### config.mk
export PLATFORM = sky130hd
export DESIGN_NAME = multi_turn_encoder_tracker
export DESIGN_NICKNAME = d
export VERILOG_FILES = /design/src/design/mtet_pkg.sv /design/src/design/mtet_front.sv /design/src/design/mtet_fifo.sv /design/src/design/mtet_back.sv /design/src/design/multi_turn_encoder_tracker.sv
export SDC_FILE = /design/constraint.sdc
export NUM_CORES = 1
export LEC_CHECK = 0
export ABC_AREA = 1
export BUFFER_PORTS_ARGS = -buffer_cell sky130_fd_sc_hd__buf_2
export CAP_MARGIN = 20
export CORE_ASPECT_RATIO = 0.7
export CORE_MARGIN = 8
export CORE_UTILIZATION = 55
export DETAILED_ROUTE_END_ITERATION = 10
export PLACE_DENSITY = 0.72
export SLEW_MARGIN = 10
export SYNTH_ARGS = -nofsm -noshare
export SYNTH_HDL_FRONTEND = slang
export SYNTH_SLANG_ARGS = --single-unit
### constraint.sdc
create_clock -name aclk -period 16 [get_ports aclk]
set_input_delay 3.2 -clock aclk [delete_from_list [all_inputs] [get_ports aclk]]
set_output_delay 3.2 -clock aclk [all_outputs]
set_load 0.05 [all_outputs]
### src/design/mtet_pkg.sv
package mtet_pkg;

    // Field widths.
    localparam int IDENT_W = 11;
    localparam int ANGLE_W = 16;
    localparam int TURNS_W = 16;
    localparam int LOC_W   = 32;
    localparam int CFG_IDX_W  = 3;
    localparam int CFG_DATA_W = 16;

    // Defaults for the top-level parameters.
    localparam int DEFAULT_NUM_AXES = 2;
    localparam int QUEUE_DEPTH      = 2;

    // Axis codes.
    localparam logic AXIS_PITCH = 1'b0;
    localparam logic AXIS_YAW   = 1'b1;

    // Configuration register indexes.
    localparam logic [CFG_IDX_W-1:0] REG_PITCH_IDENT     = 3'd0;
    localparam logic [CFG_IDX_W-1:0] REG_YAW_IDENT       = 3'd1;
    localparam logic [CFG_IDX_W-1:0] REG_LOW_THRESHOLD   = 3'd2;
    localparam logic [CFG_IDX_W-1:0] REG_HIGH_THRESHOLD  = 3'd3;
    localparam logic [CFG_IDX_W-1:0] REG_COUNTS_PER_TURN = 3'd4;

    // Register reset values.
    localparam logic [IDENT_W-1:0] RST_PITCH_IDENT     = 11'd517;
    localparam logic [IDENT_W-1:0] RST_YAW_IDENT       = 11'd518;
    localparam logic [ANGLE_W-1:0] RST_LOW_THRESHOLD   = 16'd2000;
    localparam logic [ANGLE_W-1:0] RST_HIGH_THRESHOLD  = 16'd5000;
    localparam logic [ANGLE_W-1:0] RST_COUNTS_PER_TURN = 16'd8191;

    // A classified request waiting for the back end.
    typedef struct packed {
        logic               axis;
        logic [ANGLE_W-1:0] angle;
    } item_t;

    // Configuration as seen by the front and back ends.
    typedef struct packed {
        logic [IDENT_W-1:0] pitch_ident;
        logic [IDENT_W-1:0] yaw_ident;
        logic [ANGLE_W-1:0] low_threshold;
        logic [ANGLE_W-1:0] high_threshold;
        logic [ANGLE_W-1:0] counts_per_turn;
    } cfg_t;

endpackage

### src/design/mtet_front.sv
module mtet_front #(
    parameter int NUM_AXES = mtet_pkg::DEFAULT_NUM_AXES
) (
    input  logic                         s_valid,
    output logic                         s_ready,
    input  logic [mtet_pkg::IDENT_W-1:0] s_msg_ident,
    input  logic [mtet_pkg::ANGLE_W-1:0] s_angle,
    input  mtet_pkg::cfg_t               cfg,
    output logic                         push_valid,
    input  logic                         push_ready,
    output mtet_pkg::item_t              push_item
);
    import mtet_pkg::*;

    logic pitch_hit;
    logic yaw_hit;

    // Pitch wins when both identifiers match; yaw exists only with a second axis.
    assign pitch_hit = (s_msg_ident == cfg.pitch_ident);
    assign yaw_hit   = (s_msg_ident == cfg.yaw_ident) && (NUM_AXES > 1);

    // Unmatched requests are taken and dropped; matched ones go into the queue.
    assign s_ready        = push_ready;
    assign push_valid     = s_valid && (pitch_hit || yaw_hit);
    assign push_item.axis  = pitch_hit ? AXIS_PITCH : AXIS_YAW;
    assign push_item.angle = s_angle;

endmodule

### src/design/mtet_fifo.sv
module mtet_fifo #(
    parameter int DEPTH = mtet_pkg::QUEUE_DEPTH
) (
    input  logic            aclk,
    input  logic            aresetn,
    input  logic            push_valid,
    output logic            push_ready,
    input  mtet_pkg::item_t push_item,
    output logic            pop_valid,
    input  logic            pop_ready,
    output mtet_pkg::item_t pop_item
);
    import mtet_pkg::*;

    localparam int PTR_W = (DEPTH > 1) ? $clog2(DEPTH) : 1;
    localparam int CNT_W = $clog2(DEPTH + 1);

    item_t             entry_reg [DEPTH];
    logic [PTR_W-1:0]  wr_ptr_reg, wr_ptr_next;
    logic [PTR_W-1:0]  rd_ptr_reg, rd_ptr_next;
    logic [CNT_W-1:0]  count_reg, count_next;
    logic              do_push;
    logic              do_pop;

    assign push_ready = (count_reg != CNT_W'(DEPTH));
    assign pop_valid  = (count_reg != '0);
    assign pop_item   = entry_reg[rd_ptr_reg];
    assign do_push    = push_valid && push_ready;
    assign do_pop     = pop_valid && pop_ready;

    // Pointer and fill-count updates.
    always_comb begin
        wr_ptr_next = wr_ptr_reg;
        rd_ptr_next = rd_ptr_reg;
        count_next  = count_reg;
        if (do_push) begin
            wr_ptr_next = (wr_ptr_reg == PTR_W'(DEPTH - 1)) ? '0 : wr_ptr_reg + 1'b1;
        end
        if (do_pop) begin
            rd_ptr_next = (rd_ptr_reg == PTR_W'(DEPTH - 1)) ? '0 : rd_ptr_reg + 1'b1;
        end
        if (do_push && !do_pop) begin
            count_next = count_reg + 1'b1;
        end else if (do_pop && !do_push) begin
            count_next = count_reg - 1'b1;
        end
    end

    always_ff @(posedge aclk) begin
        if (!aresetn) begin
            wr_ptr_reg <= '0;
            rd_ptr_reg <= '0;
            count_reg  <= '0;
        end else begin
            wr_ptr_reg <= wr_ptr_next;
            rd_ptr_reg <= rd_ptr_next;
            count_reg  <= count_next;
        end
    end

    // Queue storage.
    always_ff @(posedge aclk) begin
        if (do_push) begin
            entry_reg[wr_ptr_reg] <= push_item;
        end
    end

endmodule

### src/design/mtet_back.sv
module mtet_back #(
    parameter int NUM_AXES = mtet_pkg::DEFAULT_NUM_AXES
) (
    input  logic                                aclk,
    input  logic                                aresetn,
    input  mtet_pkg::cfg_t                      cfg,
    input  logic                                pop_valid,
    output logic                                pop_ready,
    input  mtet_pkg::item_t                     pop_item,
    output logic                                m_valid,
    input  logic                                m_ready,
    output logic                                m_axis,
    output logic signed [mtet_pkg::LOC_W-1:0]   m_location,
    output logic signed [mtet_pkg::TURNS_W-1:0] m_turn_count
);
    import mtet_pkg::*;

    localparam int IDX_W = (NUM_AXES > 1) ? $clog2(NUM_AXES) : 1;

    // Per-axis tracking state.
    logic               first_seen_reg [NUM_AXES];
    logic [ANGLE_W-1:0] offset_reg     [NUM_AXES];
    logic [ANGLE_W-1:0] prev_reg       [NUM_AXES];
    logic [TURNS_W-1:0] turns_reg      [NUM_AXES];

    // Pipeline registers.
    logic               s1_valid_reg, s2_valid_reg, out_valid_reg;
    logic               s1_axis_reg, s2_axis_reg, out_axis_reg;
    logic [TURNS_W-1:0] s1_turns_reg, s2_turns_reg, out_turns_reg;
    logic [LOC_W-1:0]   s1_diff_reg, s2_diff_reg;
    logic [LOC_W-1:0]   s2_prod_reg, out_loc_reg;

    logic               out_ready, s2_ready, s1_ready;
    logic               do_pop;
    logic [IDX_W-1:0]   idx;
    logic               seen;
    logic [ANGLE_W-1:0] offset_eff;
    logic [ANGLE_W-1:0] prev_eff;
    logic [TURNS_W-1:0] turns_next;
    logic [LOC_W-1:0]   diff_next;
    logic [LOC_W-1:0]   prod_next;
    logic [LOC_W-1:0]   loc_next;

    // Stall chain from the output register backwards.
    assign out_ready = !out_valid_reg || m_ready;
    assign s2_ready  = !s2_valid_reg || out_ready;
    assign s1_ready  = !s1_valid_reg || s2_ready;
    assign pop_ready = s1_ready;
    assign do_pop    = pop_valid && pop_ready;

    // Stage one: state update; a first reading sets the offset and previous angle.
    always_comb begin
        idx        = IDX_W'(pop_item.axis);
        seen       = first_seen_reg[idx];
        offset_eff = seen ? offset_reg[idx] : pop_item.angle;
        prev_eff   = seen ? prev_reg[idx] : pop_item.angle;
        turns_next = turns_reg[idx];
        if ((pop_item.angle < cfg.low_threshold) && (prev_eff > cfg.high_threshold)) begin
            turns_next = turns_reg[idx] + 1'b1;
        end else if ((pop_item.angle > cfg.high_threshold) &&
                     (prev_eff < cfg.low_threshold)) begin
            turns_next = turns_reg[idx] - 1'b1;
        end
        diff_next = {{(LOC_W-ANGLE_W){1'b0}}, pop_item.angle} -
                    {{(LOC_W-ANGLE_W){1'b0}}, offset_eff};
    end

    always_ff @(posedge aclk) begin
        if (!aresetn) begin
            for (int i = 0; i < NUM_AXES; i++) begin
                first_seen_reg[i] <= 1'b0;
                turns_reg[i]      <= '0;
            end
        end else if (do_pop) begin
            first_seen_reg[idx] <= 1'b1;
            turns_reg[idx]      <= turns_next;
        end
    end

    always_ff @(posedge aclk) begin
        if (do_pop) begin
            offset_reg[idx] <= offset_eff;
            prev_reg[idx]   <= pop_item.angle;
        end
    end

    // Stage two: turns times counts per turn, kept to the low 32 bits.
    assign prod_next = {{(LOC_W-TURNS_W){s1_turns_reg[TURNS_W-1]}}, s1_turns_reg} *
                       {{(LOC_W-ANGLE_W){1'b0}}, cfg.counts_per_turn};

    // Stage three: add the angle difference into the output register.
    assign loc_next = s2_prod_reg + s2_diff_reg;

    always_ff @(posedge aclk) begin
        if (!aresetn) begin
            s1_valid_reg  <= 1'b0;
            s2_valid_reg  <= 1'b0;
            out_valid_reg <= 1'b0;
        end else begin
            if (s1_ready) begin
                s1_valid_reg <= pop_valid;
            end
            if (s2_ready) begin
                s2_valid_reg <= s1_valid_reg;
            end
            if (out_ready) begin
                out_valid_reg <= s2_valid_reg;
            end
        end
    end

    always_ff @(posedge aclk) begin
        if (do_pop) begin
            s1_axis_reg  <= pop_item.axis;
            s1_turns_reg <= turns_next;
            s1_diff_reg  <= diff_next;
        end
        if (s2_ready && s1_valid_reg) begin
            s2_axis_reg  <= s1_axis_reg;
            s2_turns_reg <= s1_turns_reg;
            s2_diff_reg  <= s1_diff_reg;
            s2_prod_reg  <= prod_next;
        end
        if (out_ready && s2_valid_reg) begin
            out_axis_reg  <= s2_axis_reg;
            out_turns_reg <= s2_turns_reg;
            out_loc_reg   <= loc_next;
        end
    end

    assign m_valid      = out_valid_reg;
    assign m_axis       = out_axis_reg;
    assign m_location   = $signed(out_loc_reg);
    assign m_turn_count = $signed(out_turns_reg);

endmodule

### src/design/multi_turn_encoder_tracker.sv
// An accepted request passes through the two-entry queue and then the three-stage
// back end (state update, multiply, add). Throughput: one request per cycle while
// m_ready takes each result; the queue and the back end sustain that rate.
// Requests whose identifier matches neither axis are taken and give no result.
// Reset (aresetn, synchronous, active low) restores the register defaults and
// clears every axis's first-reading flag and turn count.
module multi_turn_encoder_tracker #(
    parameter int NUM_AXES = mtet_pkg::DEFAULT_NUM_AXES
) (
    input  logic                                aclk,
    input  logic                                aresetn,
    input  logic                                s_valid,
    output logic                                s_ready,
    input  logic [mtet_pkg::IDENT_W-1:0]        s_msg_ident,
    input  logic [mtet_pkg::ANGLE_W-1:0]        s_angle,
    output logic                                m_valid,
    input  logic                                m_ready,
    output logic                                m_axis,
    output logic signed [mtet_pkg::LOC_W-1:0]   m_location,
    output logic signed [mtet_pkg::TURNS_W-1:0] m_turn_count,
    input  logic                                cfg_valid,
    output logic                                cfg_ready,
    input  logic [mtet_pkg::CFG_IDX_W-1:0]      cfg_index,
    input  logic [mtet_pkg::CFG_DATA_W-1:0]     cfg_data
);
    import mtet_pkg::*;

    cfg_t  cfg_reg;
    logic  push_valid, push_ready;
    item_t push_item;
    logic  pop_valid, pop_ready;
    item_t pop_item;

    // Configuration registers; writes are always taken.
    assign cfg_ready = 1'b1;

    always_ff @(posedge aclk) begin
        if (!aresetn) begin
            cfg_reg.pitch_ident     <= RST_PITCH_IDENT;
            cfg_reg.yaw_ident       <= RST_YAW_IDENT;
            cfg_reg.low_threshold   <= RST_LOW_THRESHOLD;
            cfg_reg.high_threshold  <= RST_HIGH_THRESHOLD;
            cfg_reg.counts_per_turn <= RST_COUNTS_PER_TURN;
        end else if (cfg_valid && cfg_ready) begin
            unique case (cfg_index)
                REG_PITCH_IDENT:     cfg_reg.pitch_ident     <= cfg_data[IDENT_W-1:0];
                REG_YAW_IDENT:       cfg_reg.yaw_ident       <= cfg_data[IDENT_W-1:0];
                REG_LOW_THRESHOLD:   cfg_reg.low_threshold   <= cfg_data;
                REG_HIGH_THRESHOLD:  cfg_reg.high_threshold  <= cfg_data;
                REG_COUNTS_PER_TURN: cfg_reg.counts_per_turn <= cfg_data;
                default: begin
                end
            endcase
        end
    end

    // Front end: classify by identifier.
    mtet_front #(
        .NUM_AXES(NUM_AXES)
    ) u_front (
        .s_valid    (s_valid),
        .s_ready    (s_ready),
        .s_msg_ident(s_msg_ident),
        .s_angle    (s_angle),
        .cfg        (cfg_reg),
        .push_valid (push_valid),
        .push_ready (push_ready),
        .push_item  (push_item)
    );

    // Queue between the two halves.
    mtet_fifo #(
        .DEPTH(QUEUE_DEPTH)
    ) u_fifo (
        .aclk      (aclk),
        .aresetn   (aresetn),
        .push_valid(push_valid),
        .push_ready(push_ready),
        .push_item (push_item),
        .pop_valid (pop_valid),
        .pop_ready (pop_ready),
        .pop_item  (pop_item)
    );

    // Back end: turn tracking and position.
    mtet_back #(
        .NUM_AXES(NUM_AXES)
    ) u_back (
        .aclk        (aclk),
        .aresetn     (aresetn),
        .cfg         (cfg_reg),
        .pop_valid   (pop_valid),
        .pop_ready   (pop_ready),
        .pop_item    (pop_item),
        .m_valid     (m_valid),
        .m_ready     (m_ready),
        .m_axis      (m_axis),
        .m_location  (m_location),
        .m_turn_count(m_turn_count)
    );

endmodule

; ---- Yosys cells after proc, flatten, opt, wreduce, memory -nomap -nowiden
; Memories as Yosys holds them, arrays and structs flattened. A register that Yosys moved wholly into a read port is not among the register bits.
; Cells that the tools add are included.
[word_totals]
regBits = 256
ramBits = 132
word_cells = 98
memories = 5
in_bits = 51
latch_bits = 0
mem_bits_ro = 0
[op_classes]
mux = 24
shift = 0
n_lt_le_gt_ge = 4
addsub = 8
eq_ne = 7
multipliers = 1
n_bitwise = 0
reduce_logical = 28
div_mod_pow = 0
[memory_table]
columns = name, words, width, read_ports, rd_ports_with_merged_regs, write_ports, line_no
row1 = u_fifo.entry_reg, 2, 17, 1, 1, 1, mtet_fifo.sv:18  ; item_t entry_reg [DEPTH];
row2 = u_back.offset_reg, 2, 16, 1, 0, 1, mtet_back.sv:22  ; logic [ANGLE_W-1:0] offset_reg [NUM_AXES];
row3 = u_back.prev_reg, 2, 16, 1, 0, 1, mtet_back.sv:23  ; logic [ANGLE_W-1:0] prev_reg [NUM_AXES];
row4 = u_back.turns_reg, 2, 16, 1, 0, 2, mtet_back.sv:24  ; logic [TURNS_W-1:0] turns_reg [NUM_AXES];
row5 = u_back.first_seen_reg, 2, 1, 1, 0, 2, mtet_back.sv:21  ; logic first_seen_reg [NUM_AXES];
[op_table]
columns = op, count
row1 = $mux 16, 5
row2 = $add 32x32->32, 1
row3 = $gt 16x16->1, 2
row4 = $lt 16x16->1, 2
row5 = $mul 16x17->32, 1
row6 = $eq 11x11->1, 2
row7 = $mux 1, 17
row8 = $sub 16x16->17, 1
row9 = $add 16x1->16 const B, 1
row10 = $reduce_or 16->1, 1
row11 = $sub 16x1->16 const B, 1
row12 = $reduce_and 2->1, 5
row13 = $logic_and 1x1->1, 9
row14 = $eq 3x2->1 const B, 2
row15 = $logic_not 1->1, 5
row16 = $logic_or 1x1->1, 4
row17 = $mux 2, 2
row18 = $reduce_bool 2->1, 2
row19 = $eq 3x1->1 const B, 1
row20 = $eq 3x3->1 const B, 1
row21 = $logic_not 3->1, 1
row22 = $add 1x1->1 const B, 2
row23 = $add 2x1->2 const B, 1
row24 = $ne 2x2->1 const B, 1
row25 = 2 further kinds, 2

; ---- Longest topological paths before layout
[depth]
ltp_word = 10
ltp_mapped = 26
ltp_nobuf = 24

; ---- Cells and area by module
; A second synthesis with hierarchy kept.
[unflattened]
hier_cells = 3098
area_unflattened_um2 = 27361.2
[modules_own_cells]
columns = mod, area_per_inst_um2, seq_area_each_um2, instances, cells_each
row1 = mtet_back, 22596.7, 7457.2, 1, 2529
row2 = multi_turn_encoder_tracker, 2740.1, 1401.3, 1, 384
row3 = mtet_fifo, 1521.5, 1121.1, 1, 90
row4 = mtet_front, 503.0, 0.0, 1, 95

; ---- Worst setup path before layout
; OpenSTA, ideal clock, no wires.
[synth_path]
kind = input to register
startpoint = input port m_ready
endpoint = memory u_back.turns_reg[0][0], enable pin
setup_ps = 372
path_slack_ps = 9556
cell_stages = 9
t_arrival_ps = 6072
cell_sequence = inv_1 -> nand2_1 -> nor2_1 -> nand2_1 -> nand2_1 -> nor2_1 -> nand2_1 -> clkbuf_1 -> nand2_1
[synth_rtl]
columns = item, line_no
row1 = from (decl), multi_turn_encoder_tracker.sv:17  ; input logic m_ready,
row2 = to (decl), mtet_back.sv:24

; ---- Final worst setup path
[layout_path]
startpoint = register u_back.s1_turns_reg[7]
endpoint = register u_back.s2_prod_reg[30], data pin
[layout_between]
elab_chain_len = 1
[layout_rtl]
columns = item, line_no
row1 = from (decl), mtet_back.sv:29  ; logic [TURNS_W-1:0] s1_turns_reg, s2_turns_reg, out_turns_reg;
row2 = from (signal assigned), mtet_back.sv:115  ; s1_turns_reg <= turns_next;
row3 = $mul 16x17->32, mtet_back.sv:88  ; assign prod_next = {{(LOC_W-TURNS_W){s1_turns_reg[TURNS_W-1]}}, s1_turns_reg} *
row4 = net u_back.prod_next[30], mtet_back.sv:41  ; logic [LOC_W-1:0] prod_next;
row5 = to (signal assigned), mtet_back.sv:122  ; s2_prod_reg <= prod_next;
row6 = to (decl), mtet_back.sv:31  ; logic [LOC_W-1:0] s2_prod_reg, out_loc_reg;
; The timed path passes the listed nets, and every way through them passes these cells.
; A chain may end at the register's enable or synchronous reset.

==> results.md <==
* Status: complete, no violations
* Initial antenna violation count at 0
* Die Wd at 279 um
* Critical path class: reg2reg
* Remaining DRCs at 0
* Drt first pass iters at 6
* Synth top area cells: edfxtp_1, fa_1, ha_1, nand2_1, inv_1
* Latest clock arrival within the worst-skew pair at approximately 560 ps
* Worst Max-Slew Pin Slew at 919 ps
* Total CTS buffers at 38
* Synth unique cells at 54
* Drt total wl at 67.9 mm
* P&R area growth vs syn at 8.57%
* Post-synthesis sequential area ratio at 0.375
* Post-CTS Setup Bufs at 0
* Starting Density at 0.556
* Most frequent cell after synthesis: nand2_1
* CTS root buf: clkbuf_16
* Total Nets Final at 3460
* Core area at 47800 sq um
* Worst-path fanout max at 17
* Routed via count at ~20000
* Gr usage total at 0.246
* Synth Warn # at 0
* Cells after Synth at 2933
* GP Congestion at 0.918
* Seq cells post-synth at 359
* Mapped Area at ~27000 sq um
* Slew Limit Fails at 0
* Tcrit/Tclk final at 0.398
* Hold-fix buffers at CTS at 0
* Detailed Route Iter0 Violations at 1881
* Asr flop ratio synth at 0
* Vias in the first global route at 19818
* Maximum clock insertion buffer count at 3
* Slew headroom at 0.387
* Crit path time final at 6360 ps
* Antenna cells at 0
* Final HPWL DP at 51.2 mm
* # IOs at 103
* Die H at 200 um
* # resized after CTS at 0
* Hold Path Class: reg2reg
* Largest net degree at the start of global routing at 76
* Crit. End Element: flip-flop
* Die area at 55700 sq um
* Fillers at about 4000
* Critical path data arrival time at 6630 ps
* Commonest cells in the netlist: nand2_1, inv_1, edfxtp_1
* Finished Layout Cells at ~3600
* Number of flip-flops in the largest register at 70
* Top-area cell type share of the netlist area at 0.315
* Layout cell share with drive strength beyond 1 at 0.0766
* Final Instance Area at 28900 sq um
* Endpoints failing hold at 0
* Worst hold slack at 418 ps
* Fin Setup TNS at 0 ps
* Global-route wire length before repair at 108 mm
* Predominant post-synthesis flop cell: edfxtp_1
* Area after DPL at 27600 sq um
* H-Tree Depth at 2
* Post-synth net total at about 3400
* Cell Rows at 67
* Element type at the critical path start: flip-flop
* Worst-path clk slew at about 60 ps
* Synth area leader: edfxtp_1
* IO buf count at 101
* Clock skew at 24.7 ps
* Post-synth EDFFs at 279
* Max cap viols at 0
* Unrepaired setup endpoints after global routing: false
* Routed Antenna Nets at 0
* CTS tree: built
* Clk sinks at 359
* WL per Instance at roughly 19 um
* CP Data Required Time at 16260 ps
* Via density per instance at 5.46
* Dpl cells at 3565
* Mean Syn Cell Area at 9.06 sq um
* Grt ovf at 0
* Final setup viols at 0
* Fmax at about 0.16 GHz
kinds of logic after synthesis:
family	count (synthesis)	share of synthesized area
other cells	1	0.000141
xor+xnor	118	0.0389
flops	359	0.375
fa+ha+maj	425	0.255
compound gates	357	0.0754
simple gates	966	0.150
mux	12	0.00452
buf+inv	695	0.101
per-layer routing:
layer	GRT usage	vias up	part of all wire
li1	-	9394	-
met1	0.363	9521	0.47
met2	0.362	824	0.41
met3	0.0670	94	0.11
met4	0.0524	0	0.020
met5	0	-	0
path summary, 6_finish.rpt:
path	startpoint	slack, ps	cells past startpoint	endpoint
max	u_back.s1_turns_reg[7]	9640	20	u_back.s2_prod_reg[30]
min	u_back.s1_diff_reg[30]	420	0	u_back.s2_diff_reg[30]
max reg2reg	u_back.s1_turns_reg[7]	9640	20	u_back.s2_prod_reg[30]
min reg2reg	u_back.s1_diff_reg[30]	420	0	u_back.s2_diff_reg[30]
layout by cell type (no fill, tap or decap), drive strengths merged, types with 46 or more instances in the layout:
cell type / instances
o21ai: 128
fa: 196
ha: 229
xor2: 80
a21oi: 171
clkbuf: 46
nand3: 99
dfxtp: 80
nand2: 650
edfxtp: 279
nor2: 152
inv: 590
buf: 119
critical path, stage by stage, from the launching register on:
cell and delay [ps]:
edfxtp_1 920, nand2_1 180, fa_1 540, fa_1 540, inv_1 60, fa_1 560, fa_1 450, fa_1 500
inv_1 50, fa_1 580, inv_1 60, ha_1 350, nand2_1 130, nor4_1 350, nand3_1 140, nand3_1 160
nand3_1 80, nand2_1 130, nand2_1 60, o311ai_0 100, xor2_1 120
area by class of cell:
class | instances | area, sq um | share of cell area
repair buffers | 119 | 644 | 0.0223
multi-input cells | 1879 | 14000 | 0.483
clock inverters | 24 | 290 | 0.0101
well taps | 621 | 777 | 0.0269
clock buffers | 46 | 1010 | 0.0351
flip-flops and latches | 359 | 9980 | 0.346
inverters | 587 | 2210 | 0.0766
through the flow:
stage / utilization / setup WS, ps
final: 0.604 / 9640
after global routing: 0.604 / 9350
after CTS: 0.604 / 9780
after detailed placement: 0.577 / 9810
after global placement: 0.577 / 9900
after floorplan: - / 9560
Power is left out: the tool's default activity adds up to more than one toggle a clock period on the data nets, which glitch-free logic cannot reach.
